**src/hw/rtl/ssfp_pkg.sv**
```systemverilog
// Shared types and constants of the servo status frame parser.
package ssfp_pkg;

    localparam int PAYLOAD_DEPTH_DEF = 64;

    localparam logic [7:0]  HEAD_BYTE   = 8'hFF;
    localparam logic [7:0]  MIN_LENGTH  = 8'd2;
    localparam logic [16:0] ELAPSED_MAX = 17'h1FFFF;

    localparam logic [1:0] CMD_START = 2'd0;
    localparam logic [1:0] CMD_BYTE  = 2'd1;
    localparam logic [1:0] CMD_TICK  = 2'd2;

    localparam logic [1:0] OUT_OK       = 2'd0;
    localparam logic [1:0] OUT_DEV_ERR  = 2'd1;
    localparam logic [1:0] OUT_OVERFLOW = 2'd2;
    localparam logic [1:0] OUT_TIMEOUT  = 2'd3;

    localparam logic [1:0] CFG_EXPECTED_ID    = 2'd0;
    localparam logic [1:0] CFG_IGNORED_STATUS = 2'd1;
    localparam logic [1:0] CFG_PARAM_CAPACITY = 2'd2;
    localparam logic [1:0] CFG_TIMEOUT_TICKS  = 2'd3;

    typedef struct packed {
        logic [1:0] outcome;
        logic [7:0] status;
        logic [7:0] nparam;
    } job_t;

endpackage

```
**src/hw/rtl/ssfp_ram.sv**
```systemverilog
// Generic single-write, single-read RAM with registered read data.
module ssfp_ram #(
    parameter int WIDTH = 8,
    parameter int DEPTH = 64
) (
    input  logic                     aclk,
    input  logic                     we,
    input  logic [$clog2(DEPTH)-1:0] waddr,
    input  logic [WIDTH-1:0]         wdata,
    input  logic                     re,
    input  logic [$clog2(DEPTH)-1:0] raddr,
    output logic [WIDTH-1:0]         rdata
);

    logic [WIDTH-1:0] mem [DEPTH];
    logic [WIDTH-1:0] rdata_reg;

    always_ff @(posedge aclk) begin
        if (we) begin
            mem[waddr] <= wdata;
        end
        if (re) begin
            rdata_reg <= mem[raddr];
        end
    end

    assign rdata = rdata_reg;

endmodule

```
**src/hw/rtl/ssfp_front.sv**
```systemverilog
// Front end: configuration registers, frame hunt, checksum and tick timeout.
module ssfp_front #(
    parameter int PAYLOAD_DEPTH = ssfp_pkg::PAYLOAD_DEPTH_DEF
) (
    input  logic                             aclk,
    input  logic                             aresetn,
    input  logic                             s_tvalid,
    output logic                             s_tready,
    input  logic [1:0]                       s_tuser,
    input  logic [7:0]                       s_tdata,
    input  logic                             cfg_we,
    input  logic [1:0]                       cfg_addr,
    input  logic [15:0]                      cfg_wdata,
    input  logic                             q_full,
    input  logic                             emit_pending,
    output logic                             push,
    output ssfp_pkg::job_t                   push_job,
    output logic                             ram_we,
    output logic [$clog2(PAYLOAD_DEPTH)-1:0] ram_waddr,
    output logic [7:0]                       ram_wdata
);
    import ssfp_pkg::*;

    localparam int AW = $clog2(PAYLOAD_DEPTH);
    localparam logic [8:0] DEPTH9 = 9'(PAYLOAD_DEPTH);

    localparam logic [2:0] PH_HEAD0   = 3'd0;
    localparam logic [2:0] PH_HEAD1   = 3'd1;
    localparam logic [2:0] PH_ID      = 3'd2;
    localparam logic [2:0] PH_LEN     = 3'd3;
    localparam logic [2:0] PH_PAYLOAD = 3'd4;
    localparam logic [2:0] PH_CHECK   = 3'd5;

    logic [7:0]  expected_id_reg;
    logic [7:0]  ignored_status_reg;
    logic [5:0]  param_capacity_reg;
    logic [15:0] timeout_ticks_reg;

    logic [2:0]  phase_reg, phase_next;
    logic [7:0]  frame_id_reg, frame_id_next;
    logic [7:0]  frame_length_reg, frame_length_next;
    logic [7:0]  count_reg, count_next;
    logic [7:0]  sum_reg, sum_next;
    logic [7:0]  status_reg, status_next;
    logic [16:0] elapsed_reg, elapsed_next;
    logic        waiting_reg, waiting_next;

    logic        accept;
    logic [1:0]  cmd;
    logic [7:0]  data;
    logic [7:0]  sum_add;
    logic [16:0] elapsed_inc;
    logic [7:0]  nparam;
    logic        frame_ok;

    assign s_tready = !q_full && !(phase_reg == PH_PAYLOAD && emit_pending);
    assign accept   = s_tvalid && s_tready;
    assign cmd      = s_tuser;
    assign data     = s_tdata;
    assign sum_add  = sum_reg + data;
    assign nparam   = frame_length_reg - MIN_LENGTH;
    assign elapsed_inc = (elapsed_reg != ELAPSED_MAX) ? elapsed_reg + 17'd1 : elapsed_reg;
    assign frame_ok = (data == ~sum_reg) && (frame_id_reg == expected_id_reg)
                      && !(ignored_status_reg != 8'd0 && status_reg == ignored_status_reg);

    assign ram_we    = accept && waiting_reg && cmd == CMD_BYTE && phase_reg == PH_PAYLOAD;
    assign ram_waddr = count_reg[AW-1:0];
    assign ram_wdata = data;

    always_comb begin
        phase_next        = phase_reg;
        frame_id_next     = frame_id_reg;
        frame_length_next = frame_length_reg;
        count_next        = count_reg;
        sum_next          = sum_reg;
        status_next       = status_reg;
        elapsed_next      = elapsed_reg;
        waiting_next      = waiting_reg;
        push              = 1'b0;
        push_job.outcome  = OUT_OK;
        push_job.status   = 8'd0;
        push_job.nparam   = 8'd0;
        if (accept) begin
            if (cmd == CMD_START) begin
                phase_next        = PH_HEAD0;
                frame_id_next     = 8'd0;
                frame_length_next = 8'd0;
                count_next        = 8'd0;
                sum_next          = 8'd0;
                elapsed_next      = 17'd0;
                waiting_next      = 1'b1;
            end else if (waiting_reg && cmd == CMD_TICK) begin
                elapsed_next = elapsed_inc;
                if (elapsed_inc > {1'b0, timeout_ticks_reg}) begin
                    waiting_next     = 1'b0;
                    push             = 1'b1;
                    push_job.outcome = OUT_TIMEOUT;
                end
            end else if (waiting_reg && cmd == CMD_BYTE) begin
                unique case (phase_reg)
                    PH_HEAD0: begin
                        if (data == HEAD_BYTE) begin
                            phase_next = PH_HEAD1;
                        end
                    end
                    PH_HEAD1: begin
                        phase_next = (data == HEAD_BYTE) ? PH_ID : PH_HEAD0;
                    end
                    PH_ID: begin
                        frame_id_next = data;
                        sum_next      = data;
                        phase_next    = PH_LEN;
                    end
                    PH_LEN: begin
                        frame_length_next = data;
                        sum_next          = sum_add;
                        count_next        = 8'd0;
                        if (data < MIN_LENGTH || ({1'b0, data} - 9'd1) > DEPTH9) begin
                            phase_next = PH_HEAD0;
                        end else begin
                            phase_next = PH_PAYLOAD;
                        end
                    end
                    PH_PAYLOAD: begin
                        if (count_reg == 8'd0) begin
                            status_next = data;
                        end
                        sum_next   = sum_add;
                        count_next = count_reg + 8'd1;
                        if (({1'b0, count_reg} + 9'd2) >= {1'b0, frame_length_reg}) begin
                            phase_next = PH_CHECK;
                        end
                    end
                    PH_CHECK: begin
                        phase_next = PH_HEAD0;
                        if (frame_ok) begin
                            waiting_next    = 1'b0;
                            push            = 1'b1;
                            push_job.nparam = nparam;
                            if (status_reg != 8'd0) begin
                                push_job.outcome = OUT_DEV_ERR;
                                push_job.status  = status_reg;
                            end else if (nparam > {2'b00, param_capacity_reg}) begin
                                push_job.outcome = OUT_OVERFLOW;
                            end else begin
                                push_job.outcome = OUT_OK;
                            end
                        end
                    end
                    default: begin
                        phase_next = PH_HEAD0;
                    end
                endcase
            end
        end
    end

    always_ff @(posedge aclk) begin
        if (!aresetn) begin
            expected_id_reg    <= 8'd0;
            ignored_status_reg <= 8'd0;
            param_capacity_reg <= 6'd63;
            timeout_ticks_reg  <= 16'd100;
            phase_reg          <= PH_HEAD0;
            frame_id_reg       <= 8'd0;
            frame_length_reg   <= 8'd0;
            count_reg          <= 8'd0;
            sum_reg            <= 8'd0;
            elapsed_reg        <= 17'd0;
            waiting_reg        <= 1'b0;
        end else begin
            if (cfg_we) begin
                unique case (cfg_addr)
                    CFG_EXPECTED_ID:    expected_id_reg    <= cfg_wdata[7:0];
                    CFG_IGNORED_STATUS: ignored_status_reg <= cfg_wdata[7:0];
                    CFG_PARAM_CAPACITY: param_capacity_reg <= cfg_wdata[5:0];
                    CFG_TIMEOUT_TICKS:  timeout_ticks_reg  <= cfg_wdata;
                    default: ;
                endcase
            end
            phase_reg        <= phase_next;
            frame_id_reg     <= frame_id_next;
            frame_length_reg <= frame_length_next;
            count_reg        <= count_next;
            sum_reg          <= sum_next;
            elapsed_reg      <= elapsed_next;
            waiting_reg      <= waiting_next;
        end
    end

    always_ff @(posedge aclk) begin
        status_reg <= status_next;
    end

endmodule

```
**src/hw/rtl/ssfp_queue.sv**
```systemverilog
// Two-entry job queue between the front end and the back end.
module ssfp_queue (
    input  logic           aclk,
    input  logic           aresetn,
    input  logic           push,
    input  ssfp_pkg::job_t push_job,
    output logic           full,
    input  logic           pop,
    output logic           valid,
    output ssfp_pkg::job_t pop_job
);
    import ssfp_pkg::*;

    job_t       entry_reg [2];
    logic       wr_ptr_reg;
    logic       rd_ptr_reg;
    logic [1:0] fill_reg;

    assign full    = fill_reg == 2'd2;
    assign valid   = fill_reg != 2'd0;
    assign pop_job = entry_reg[rd_ptr_reg];

    always_ff @(posedge aclk) begin
        if (push) begin
            entry_reg[wr_ptr_reg] <= push_job;
        end
    end

    always_ff @(posedge aclk) begin
        if (!aresetn) begin
            wr_ptr_reg <= 1'b0;
            rd_ptr_reg <= 1'b0;
            fill_reg   <= 2'd0;
        end else begin
            if (push) begin
                wr_ptr_reg <= ~wr_ptr_reg;
            end
            if (pop) begin
                rd_ptr_reg <= ~rd_ptr_reg;
            end
            if (push && !pop) begin
                fill_reg <= fill_reg + 2'd1;
            end else if (pop && !push) begin
                fill_reg <= fill_reg - 2'd1;
            end
        end
    end

endmodule

```
**src/hw/rtl/ssfp_back.sv**
```systemverilog
// Back end: turns queued jobs into result transfers, reading parameters from RAM.
module ssfp_back #(
    parameter int PAYLOAD_DEPTH = ssfp_pkg::PAYLOAD_DEPTH_DEF
) (
    input  logic                             aclk,
    input  logic                             aresetn,
    input  logic                             q_valid,
    input  ssfp_pkg::job_t                   q_job,
    output logic                             q_pop,
    output logic                             busy,
    output logic                             ram_re,
    output logic [$clog2(PAYLOAD_DEPTH)-1:0] ram_raddr,
    input  logic [7:0]                       ram_rdata,
    output logic                             m_tvalid,
    input  logic                             m_tready,
    output logic [23:0]                      m_tdata,
    output logic [2:0]                       m_tuser,
    output logic                             m_tlast
);
    import ssfp_pkg::*;

    localparam int AW = $clog2(PAYLOAD_DEPTH);

    localparam logic [1:0] B_IDLE = 2'd0;
    localparam logic [1:0] B_READ = 2'd1;
    localparam logic [1:0] B_LOAD = 2'd2;
    localparam logic [1:0] B_HOLD = 2'd3;

    logic [1:0]    state_reg;
    logic [AW-1:0] addr_reg;
    logic [5:0]    remain_reg;
    logic [5:0]    total_reg;

    logic          out_valid_reg;
    logic [1:0]    out_outcome_reg;
    logic [7:0]    out_byte_reg;
    logic          out_bvalid_reg;
    logic [5:0]    out_count_reg;
    logic [7:0]    out_status_reg;
    logic          out_last_reg;

    assign busy      = state_reg != B_IDLE;
    assign q_pop     = state_reg == B_IDLE && q_valid;
    assign ram_re    = state_reg == B_READ;
    assign ram_raddr = addr_reg;

    assign m_tvalid = out_valid_reg;
    assign m_tdata  = {2'b00, out_status_reg, out_count_reg, out_byte_reg};
    assign m_tuser  = {out_bvalid_reg, out_outcome_reg};
    assign m_tlast  = out_last_reg;

    always_ff @(posedge aclk) begin
        if (!aresetn) begin
            state_reg     <= B_IDLE;
            out_valid_reg <= 1'b0;
        end else begin
            unique case (state_reg)
                B_IDLE: begin
                    if (q_valid) begin
                        if (q_job.outcome == OUT_OK && q_job.nparam != 8'd0) begin
                            addr_reg   <= AW'(1);
                            remain_reg <= q_job.nparam[5:0];
                            total_reg  <= q_job.nparam[5:0];
                            state_reg  <= B_READ;
                        end else begin
                            out_outcome_reg <= q_job.outcome;
                            out_byte_reg    <= 8'd0;
                            out_bvalid_reg  <= 1'b0;
                            out_count_reg   <= (q_job.outcome == OUT_OVERFLOW)
                                               ? q_job.nparam[5:0] : 6'd0;
                            out_status_reg  <= q_job.status;
                            out_last_reg    <= 1'b1;
                            out_valid_reg   <= 1'b1;
                            state_reg       <= B_HOLD;
                        end
                    end
                end
                B_READ: begin
                    state_reg <= B_LOAD;
                end
                B_LOAD: begin
                    out_outcome_reg <= OUT_OK;
                    out_byte_reg    <= ram_rdata;
                    out_bvalid_reg  <= 1'b1;
                    out_count_reg   <= total_reg;
                    out_status_reg  <= 8'd0;
                    out_last_reg    <= remain_reg == 6'd1;
                    out_valid_reg   <= 1'b1;
                    state_reg       <= B_HOLD;
                end
                B_HOLD: begin
                    if (m_tready) begin
                        out_valid_reg <= 1'b0;
                        if (out_last_reg) begin
                            state_reg <= B_IDLE;
                        end else begin
                            addr_reg   <= addr_reg + AW'(1);
                            remain_reg <= remain_reg - 6'd1;
                            state_reg  <= B_READ;
                        end
                    end
                end
                default: begin
                    state_reg <= B_IDLE;
                end
            endcase
        end
    end

endmodule

```
**src/hw/rtl/servo_status_frame_parser.sv**
```systemverilog
// Top level of the servo status frame parser.
//
//  channel  dir  handshake          payload
//  s_       in   s_tvalid/s_tready  tuser: cmd; tdata: rx_byte
//  m_       out  m_tvalid/m_tready  tuser: outcome, byte_valid; tdata: byte, count, status
//  cfg_     in   cfg_we             cfg_addr selects register, cfg_wdata value
//
// Input transfers are taken one per cycle while s_tready is high; the front end finishes each in that cycle.
// s_tready drops while the job queue is full, or while the hunt is in the payload
// phase and the back end still holds or emits results of an earlier wait.
// m_tvalid is raised by the back end's output register once the job has passed the
// job queue, and for a frame with parameters also after the RAM read and output load;
// each further parameter byte takes a RAM read, an output load and a handshake.
// Reset is synchronous; the payload RAM needs no clearing.
module servo_status_frame_parser #(
    parameter int PAYLOAD_DEPTH = ssfp_pkg::PAYLOAD_DEPTH_DEF
) (
    input  logic        aclk,
    input  logic        aresetn,
    input  logic        s_tvalid,
    output logic        s_tready,
    input  logic [7:0]  s_tdata,   // [7:0] rx_byte
    input  logic [1:0]  s_tuser,   // [1:0] cmd
    output logic        m_tvalid,
    input  logic        m_tready,
    output logic [23:0] m_tdata,   // [7:0] param_byte, [13:8] param_count, [21:14] servo_status
    output logic [2:0]  m_tuser,   // [1:0] outcome, [2] byte_valid
    output logic        m_tlast,
    input  logic        cfg_we,
    input  logic [1:0]  cfg_addr,
    input  logic [15:0] cfg_wdata
);
    import ssfp_pkg::*;

    localparam int AW = $clog2(PAYLOAD_DEPTH);

    logic          q_full;
    logic          q_valid;
    logic          q_pop;
    logic          push;
    job_t          push_job;
    job_t          q_job;
    logic          back_busy;
    logic          ram_we;
    logic [AW-1:0] ram_waddr;
    logic [7:0]    ram_wdata;
    logic          ram_re;
    logic [AW-1:0] ram_raddr;
    logic [7:0]    ram_rdata;

    ssfp_front #(
        .PAYLOAD_DEPTH(PAYLOAD_DEPTH)
    ) u_front (
        .aclk         (aclk),
        .aresetn      (aresetn),
        .s_tvalid     (s_tvalid),
        .s_tready     (s_tready),
        .s_tuser      (s_tuser),
        .s_tdata      (s_tdata),
        .cfg_we       (cfg_we),
        .cfg_addr     (cfg_addr),
        .cfg_wdata    (cfg_wdata),
        .q_full       (q_full),
        .emit_pending (q_valid || back_busy),
        .push         (push),
        .push_job     (push_job),
        .ram_we       (ram_we),
        .ram_waddr    (ram_waddr),
        .ram_wdata    (ram_wdata)
    );

    ssfp_queue u_queue (
        .aclk     (aclk),
        .aresetn  (aresetn),
        .push     (push),
        .push_job (push_job),
        .full     (q_full),
        .pop      (q_pop),
        .valid    (q_valid),
        .pop_job  (q_job)
    );

    ssfp_ram #(
        .WIDTH(8),
        .DEPTH(PAYLOAD_DEPTH)
    ) u_ram (
        .aclk  (aclk),
        .we    (ram_we),
        .waddr (ram_waddr),
        .wdata (ram_wdata),
        .re    (ram_re),
        .raddr (ram_raddr),
        .rdata (ram_rdata)
    );

    ssfp_back #(
        .PAYLOAD_DEPTH(PAYLOAD_DEPTH)
    ) u_back (
        .aclk      (aclk),
        .aresetn   (aresetn),
        .q_valid   (q_valid),
        .q_job     (q_job),
        .q_pop     (q_pop),
        .busy      (back_busy),
        .ram_re    (ram_re),
        .ram_raddr (ram_raddr),
        .ram_rdata (ram_rdata),
        .m_tvalid  (m_tvalid),
        .m_tready  (m_tready),
        .m_tdata   (m_tdata),
        .m_tuser   (m_tuser),
        .m_tlast   (m_tlast)
    );

endmodule

```
**config.mk**
```make
export PLATFORM = sky130hd
export DESIGN_NAME = servo_status_frame_parser
export DESIGN_NICKNAME = d
export VERILOG_FILES = /design/src/hw/rtl/ssfp_pkg.sv /design/src/hw/rtl/ssfp_ram.sv /design/src/hw/rtl/ssfp_front.sv /design/src/hw/rtl/ssfp_queue.sv /design/src/hw/rtl/ssfp_back.sv /design/src/hw/rtl/servo_status_frame_parser.sv
export SDC_FILE = /design/constraint.sdc
export NUM_CORES = 1
export LEC_CHECK = 0
export BUFFER_PORTS_ARGS = -buffer_cell sky130_fd_sc_hd__buf_2
export CORE_MARGIN = 2
export CORE_UTILIZATION = 48
export CTS_CLUSTER_SIZE = 28
export DETAILED_ROUTE_END_ITERATION = 16
export PLACE_DENSITY_LB_ADDON = 0.15
export SETUP_SLACK_MARGIN = 0.1
export SKIP_CTS_REPAIR_TIMING = 1
export SLEW_MARGIN = 20
export SYNTH_ARGS = -nofsm -noshare
export SYNTH_HDL_FRONTEND = slang
export SYNTH_SLANG_ARGS = --single-unit
```
**constraint.sdc**
```tcl
create_clock -name aclk -period 4.8 [get_ports aclk]
set_clock_uncertainty 0.1 [all_clocks]
set_input_delay 0.48 -clock aclk [delete_from_list [all_inputs] [get_ports aclk]]
set_output_delay 0.48 -clock aclk [all_outputs]
set_load 0.05 [all_outputs]
```
Word-level counts from Yosys, hierarchy flattened
Memories as Yosys holds them, arrays and structs flattened. A register that Yosys moved wholly into a read port is not among the register bits.
Cells that the tools add are included.

word-level totals
  output and inout port bits = 30
  memories = 2
  bits in writable memories = 548
  input bits = 33
  bits in registers = 150
  logic and storage cells = 237

operators by class
  reduce and logical (&&, ||, !) cells = 64
  $lt $le $gt $ge = 5
  mux-type cells = 95
  bitwise logic cells = 5
  add/subtract/negate cells = 10
  eq/ne operators = 30

memories
  name               depth  bits a word  read ports  clocked after memory_dff  wr ports  RTL line          text
  u_ram.mem          64     8            1           1                         1         ssfp_ram.sv:15    logic [WIDTH-1:0] mem [DEPTH];
  u_queue.entry_reg  2      18           1           1                         1         ssfp_queue.sv:14  job_t entry_reg [2];

operators by type and width
  cell                                                             count
  8-bit two-way mux                                                19
  18-bit two-way mux                                               5
  6-bit two-way mux                                                11
  8-bit case mux with 2 select lines                               4
  17-bit two-way mux                                               3
  6-bit case mux with 2 select lines                               3
  4-bit AND reduction                                              7
  1-bit two-way mux                                                25
  8-bit == test                                                    3
  2-bit two-way mux                                                12
  8-bit nonzero test                                               3
  3-bit two-way mux                                                6
  2-bit nonzero test                                               9
  3-bit nonzero test                                               6
  17-bit by 1-bit adder with 17-bit output, second input constant  1
  17-bit by 16-bit greater-than comparator with 1-bit output       1
  17-bit != test, second input constant                            1
  16-bit two-way mux                                               1
  1-bit logical AND                                                15
  3-bit case mux with 5 select lines                               1
  2-bit == test, second input constant                             7
  2-bit AND reduction                                              6
  6-bit AND reduction                                              2
  2-bit != test, second input constant                             5
  36 further kinds                                                 53

Logic depth before layout (Yosys ltp)
  word-level depth = 14
  gate-level depth with buffers = 18
  gate-level depth less buffers = 17

Modules after synthesis
A second synthesis with hierarchy kept.

unflattened totals
  cell total of the unflattened synthesis = 1981
  area total of the unflattened synthesis = 30290.3 um2

by module, submodules not included
  module                     area an instance (um2)  seq. area each (um2)  times used  cells an instance
  ssfp_ram                   20270.7                 15615.0               1           972
  ssfp_front                 6342.3                  2062.0                1           763
  ssfp_back                  2149.6                  1381.3                1           167
  ssfp_queue                 1521.5                  1181.1                1           78
  servo_status_frame_parser  6.3                     0.0                   1           1

Worst setup path before layout
OpenSTA, ideal clock, no wires.

  path kind = register -> register
  start point = register u_front.elapsed_reg[6]
  end point = memory u_queue.entry_reg[0][0] in the netlist's numbering, enable pin
  path buffers = 2
  clock period less this slack = 4.342 ns
  cell stages (with the launch flop) = 15
  library setup time = 0.395 ns
  required time = 4.305 ns
  arrival = 3.847 ns
  setup slack = 0.458 ns
  cells stage by stage = dfxtp_1 buf_2 nand4_1 or4_1 or2_0 clkbuf_1 mux2_1 ha_1 nor2b_1 o21bai_1 a31oi_1 o311ai_0 nand3_1 o22a_1 nor2b_1

between the ends
  cells in the longest elaborated chain, start to end = 9

ends and longest elaborated chain
  item                                                                        RTL line                         text
  start, declared                                                             ssfp_front.sv:45                 logic [16:0] elapsed_reg, elapsed_next;
  start signal, assigned                                                      ssfp_front.sv:186                elapsed_reg <= elapsed_next;
  17-bit by 1-bit adder with 17-bit output or 17-bit != test (tied branches)  ssfp_front.sv:62                 assign elapsed_inc = (elapsed_reg != ELAPSED_MAX) ? elapsed_reg + 17'd1 : elapsed_reg;
  17-bit two-way mux (*)                                                      ssfp_front.sv:62
  17-bit by 16-bit greater-than comparator with 1-bit output (*)              ssfp_front.sv:94                 if (elapsed_inc > {1'b0, timeout_ticks_reg}) begin
  1-bit two-way mux (*)                                                       ssfp_front.sv:94
  1-bit two-way mux (*)                                                       ssfp_front.sv:92                 end else if (waiting_reg && cmd == CMD_TICK) begin
  1-bit two-way mux (*)                                                       ssfp_front.sv:84                 if (cmd == CMD_START) begin
  1-bit two-way mux (*)                                                       ssfp_front.sv:83                 if (accept) begin
  via push                                                                    servo_status_frame_parser.sv:40  logic push;
  1-bit two-way mux (*)                                                       ssfp_queue.sv:24                 if (push) begin
  1-bit two-way mux (not written as such) (*)                                 ssfp_queue.sv:25                 entry_reg[wr_ptr_reg] <= push_job;
  end, declared                                                               ssfp_queue.sv:14

Mark *: on every way through the listed nets, which the timed path passes. The rest lies on a longest branch.

Worst setup path in the final report
  start point = register u_front.elapsed_reg[7]
  end point = register u_queue.fill_reg[1]

between the ends
  cells in the longest elaborated chain, start to end = 10

ends and longest elaborated chain
  item                                                                        RTL line                         text
  17-bit by 1-bit adder with 17-bit output or 17-bit != test (tied branches)  ssfp_front.sv:62
  17-bit two-way mux (*)                                                      ssfp_front.sv:62
  17-bit by 16-bit greater-than comparator with 1-bit output (*)              ssfp_front.sv:94
  1-bit two-way mux (*)                                                       ssfp_front.sv:94
  1-bit two-way mux (*)                                                       ssfp_front.sv:92
  1-bit two-way mux (*)                                                       ssfp_front.sv:84
  1-bit two-way mux (*)                                                       ssfp_front.sv:83
  via push                                                                    servo_status_frame_parser.sv:40
  1-bit zero test                                                             ssfp_queue.sv:43                 end else if (pop && !push) begin
  1-bit logical AND                                                           ssfp_queue.sv:43
  2-bit nonzero test (no source line)                                         n/a
  end signal, assigned                                                        ssfp_queue.sv:42                 fill_reg <= fill_reg + 2'd1;
  end signal, assigned                                                        ssfp_queue.sv:44                 fill_reg <= fill_reg - 2'd1;
  end, declared                                                               ssfp_queue.sv:17                 logic [1:0] fill_reg;

Marks and branches as above.
A chain may end at the register's enable or synchronous reset.

==> metrics.cfg <==
[run_status]
outcome = finished clean

[min_path]
hp-class = primary input to flop

[critical_path]
cpMostUsedCell = nand3_1
critPathCaptureType = flop
cp_data_arrival_time_ns = 4.89
cp_max_fo = 6
critical_path.cell_chain = nand4_1 > or4_4 > o21ai_4 > nor2_1 > nand3_1 > xnor2_1 > ha_1 > nand3_1 > nor3_1 > nand4_1 > o311ai_0 > nand3_1 > o22a_1 > ha_1 > or3_1 > a21oi_1
cp.required_ns = 5.23
worstSetupPathType = flop to flop
start_kind = flop
slowest_stage = or4_4
max_stage_delay_ns = 0.59

[pwr]
power.leakage_nw = 11.11
pwr_density_cell_nw_per_um2 = 439.0
power.total_mw = 14.62
ir_drop_v = 0.0002094

[die]
io_pins = 63
placementRows = 90
die_w_um = 252.1
die_y_um = 252.1
die-area_um2 = 63530
start_util_pct = 48.75
core_um2 = 60580

[sta]
setup_viol = 0
hold_violations = 0
slew_headroom_pct = 29.65
period_needed_ns = 4.462
fmax_mhz = 224.1
slew_violations = 0
fin_crit_sh_pct = 92.95
finalSetupTns_ns = 0
tightest_slew_ns = 1.053
rsz0062_at_grt = no

[routing]
dr.pass1.iters = 5
num_vias = 16010
post_drt_via_cell_ratio = 5.851
wl_per_cell_um = 25.07
wirelength_mm = 68.59
drcViolationCount = 0
drtAntennaViolNets = 0
first_iter_violations = 1500

[placed_design]
dp_hpwl_mm = 43.65
place.gp.congestion = 0.8493
numPortBuffers = 60

[layout]
area_growth_pct = 12.75
final_net_count = 1982
layout_commonest_cell = edfxtp_1
layout_common_cells = edfxtp_1, nor2_1, mux4_2
drive_gt1_share_pct = 20.39
largest_reg_flops = 512
nFillCells = 4762

[global_route]
grt_pass1_vias = 16290
grt_first_pass_wirelength_mm = 103.2
grt_usage_pct = 22.10
grt_max_degree = 85
grt_overflow = 0
antenna_found_initial = 3

[yosys]
async_reset_ff_share_pct = 0
seq_area_frac_synth_pct = 68.52
synthDistinctLibCells = 71
synth_flop_cell = edfxtp_1
syn_area_um2 = 29540
synth_edf_count = 608
ys_warn_count = 0
synth.avg_cell_area_um2 = 16.43
netlist_instances = 1798
synth-seq-cells = 707

[clock_tree]
cts_max_level = 3
worstSkewPairLatency_ns = 0.61
cts_sinks = 707
cts_root_buf = clkbuf_16
cts_tree = done
cts.clk_slew.worst_paths_ns = 0.06
cts_buffers = 75
clock_path_buffers = 3

[job]
cap_violations = 0

==> layout make-up <==
class / count / area, µm² / share of cell area, %
Sequential cell: 707 / 20240 / 60.78
Multi-Input combinational cell: 949 / 8708 / 26.15
Clock buffer: 97 / 2054 / 6.169
Tap cell: 782 / 978.4 / 2.938
Timing Repair Buffer: 109 / 718.2 / 2.157
Clock inverter: 37 / 396.6 / 1.191
Inverter: 53 / 198.9 / 0.5974
Antenna cell: 2 / 5.005 / 0.01503
==> critical path: cells and delay by family (launching register included) <==
kind                     cells  cell delay [ns]
AND/OR/NAND/NOR              9             2.28
AO/OA/AOI/OAI                4             0.85
XOR/XNOR                     1             0.09
flip-flops                   1             0.42
adder cells (fa/ha/maj)      2             0.64
==> logic make-up after synthesis <==
| logic type | count (synthesis) | synth area share (%) |
|---|---|---|
| adders and majority gates | 54 | 2.313 |
| muxes | 222 | 14.50 |
| and+or+nand+nor | 442 | 7.074 |
| AOI/OAI and AO/OA | 167 | 3.639 |
| other | 1 | 0.01270 |
| buffers and inverters | 143 | 2.093 |
| DFF | 707 | 68.52 |
| xor gates and xnor gates | 62 | 1.839 |
==> through the flow <==
step / worst slack (ns) / instances / hold slack [ns] / util, % / area, µm²
2_1_floorplan: 0.4581 / 1799 / 0.3363 / - / 29540
3_3_place_gp: 0.2673 / 2600 / 0.3453 / 50.89 / 30830
3_5_place_dp: 0.1736 / 2600 / 0.3470 / 50.89 / 30830
4_1_cts: 0.1315 / 2734 / -0.01173 / 54.94 / 33280
5_1_grt: 0.1250 / 2736 / 0.01940 / 54.97 / 33300
6_report: 0.3382 / 2736 / 0.01576 / 54.97 / 33300
==> path summary, 6_finish.rpt <==
kind / cells past startpoint / to / startpoint / slack (ns)
worst min register to register: 2 / u_front.timeout_ticks_reg[8] / u_front.timeout_ticks_reg[8] / 0.35
worst max register to register: 16 / u_queue.fill_reg[1] / u_front.elapsed_reg[7] / 0.34
worst min-delay path: 3 / u_front.timeout_ticks_reg[9] / cfg_wdata[9] / 0.02
worst max-delay path: 16 / u_queue.fill_reg[1] / u_front.elapsed_reg[7] / 0.34
==> cell usage after synthesis (21+ instances only) <==
cell type,n,area (µm²)
nand3_1,27,135.1
mux4_2,164,3694
edfxtp_1,608,18260
o21ai_0,21,105.1
clkbuf_1,54,202.7
ha_1,53,663.1
and2_1,32,200.2
mux2i_1,50,500.5
xnor2_1,34,297.8
inv_1,52,195.2
xor2_1,28,245.2
dfxtp_1,99,1982
nand2_1,104,390.4
a21oi_1,56,280.3
nor2_1,167,626.9
==> routing by layer <==
metal  part of all wire [%]  routed length, µm  GRT usage, %
met1                     43              29400         30.31
met2                     49              33290         35.96
met3                    6.1               4179         4.106
met4                    2.5               1718         7.219
met5                      0                  0             0
==> report_power, final <==
part	leakage, nW	total (mW)	switching (mW)	internal (mW)
clock network	1.21	5.80	2.31	3.49
logic	3.63	1.86	1.14	0.720
registers	6.28	6.95	0.106	6.85
total	11.1	14.6	3.56	11.1
Note: power is estimated with default switching activity, not from simulation.
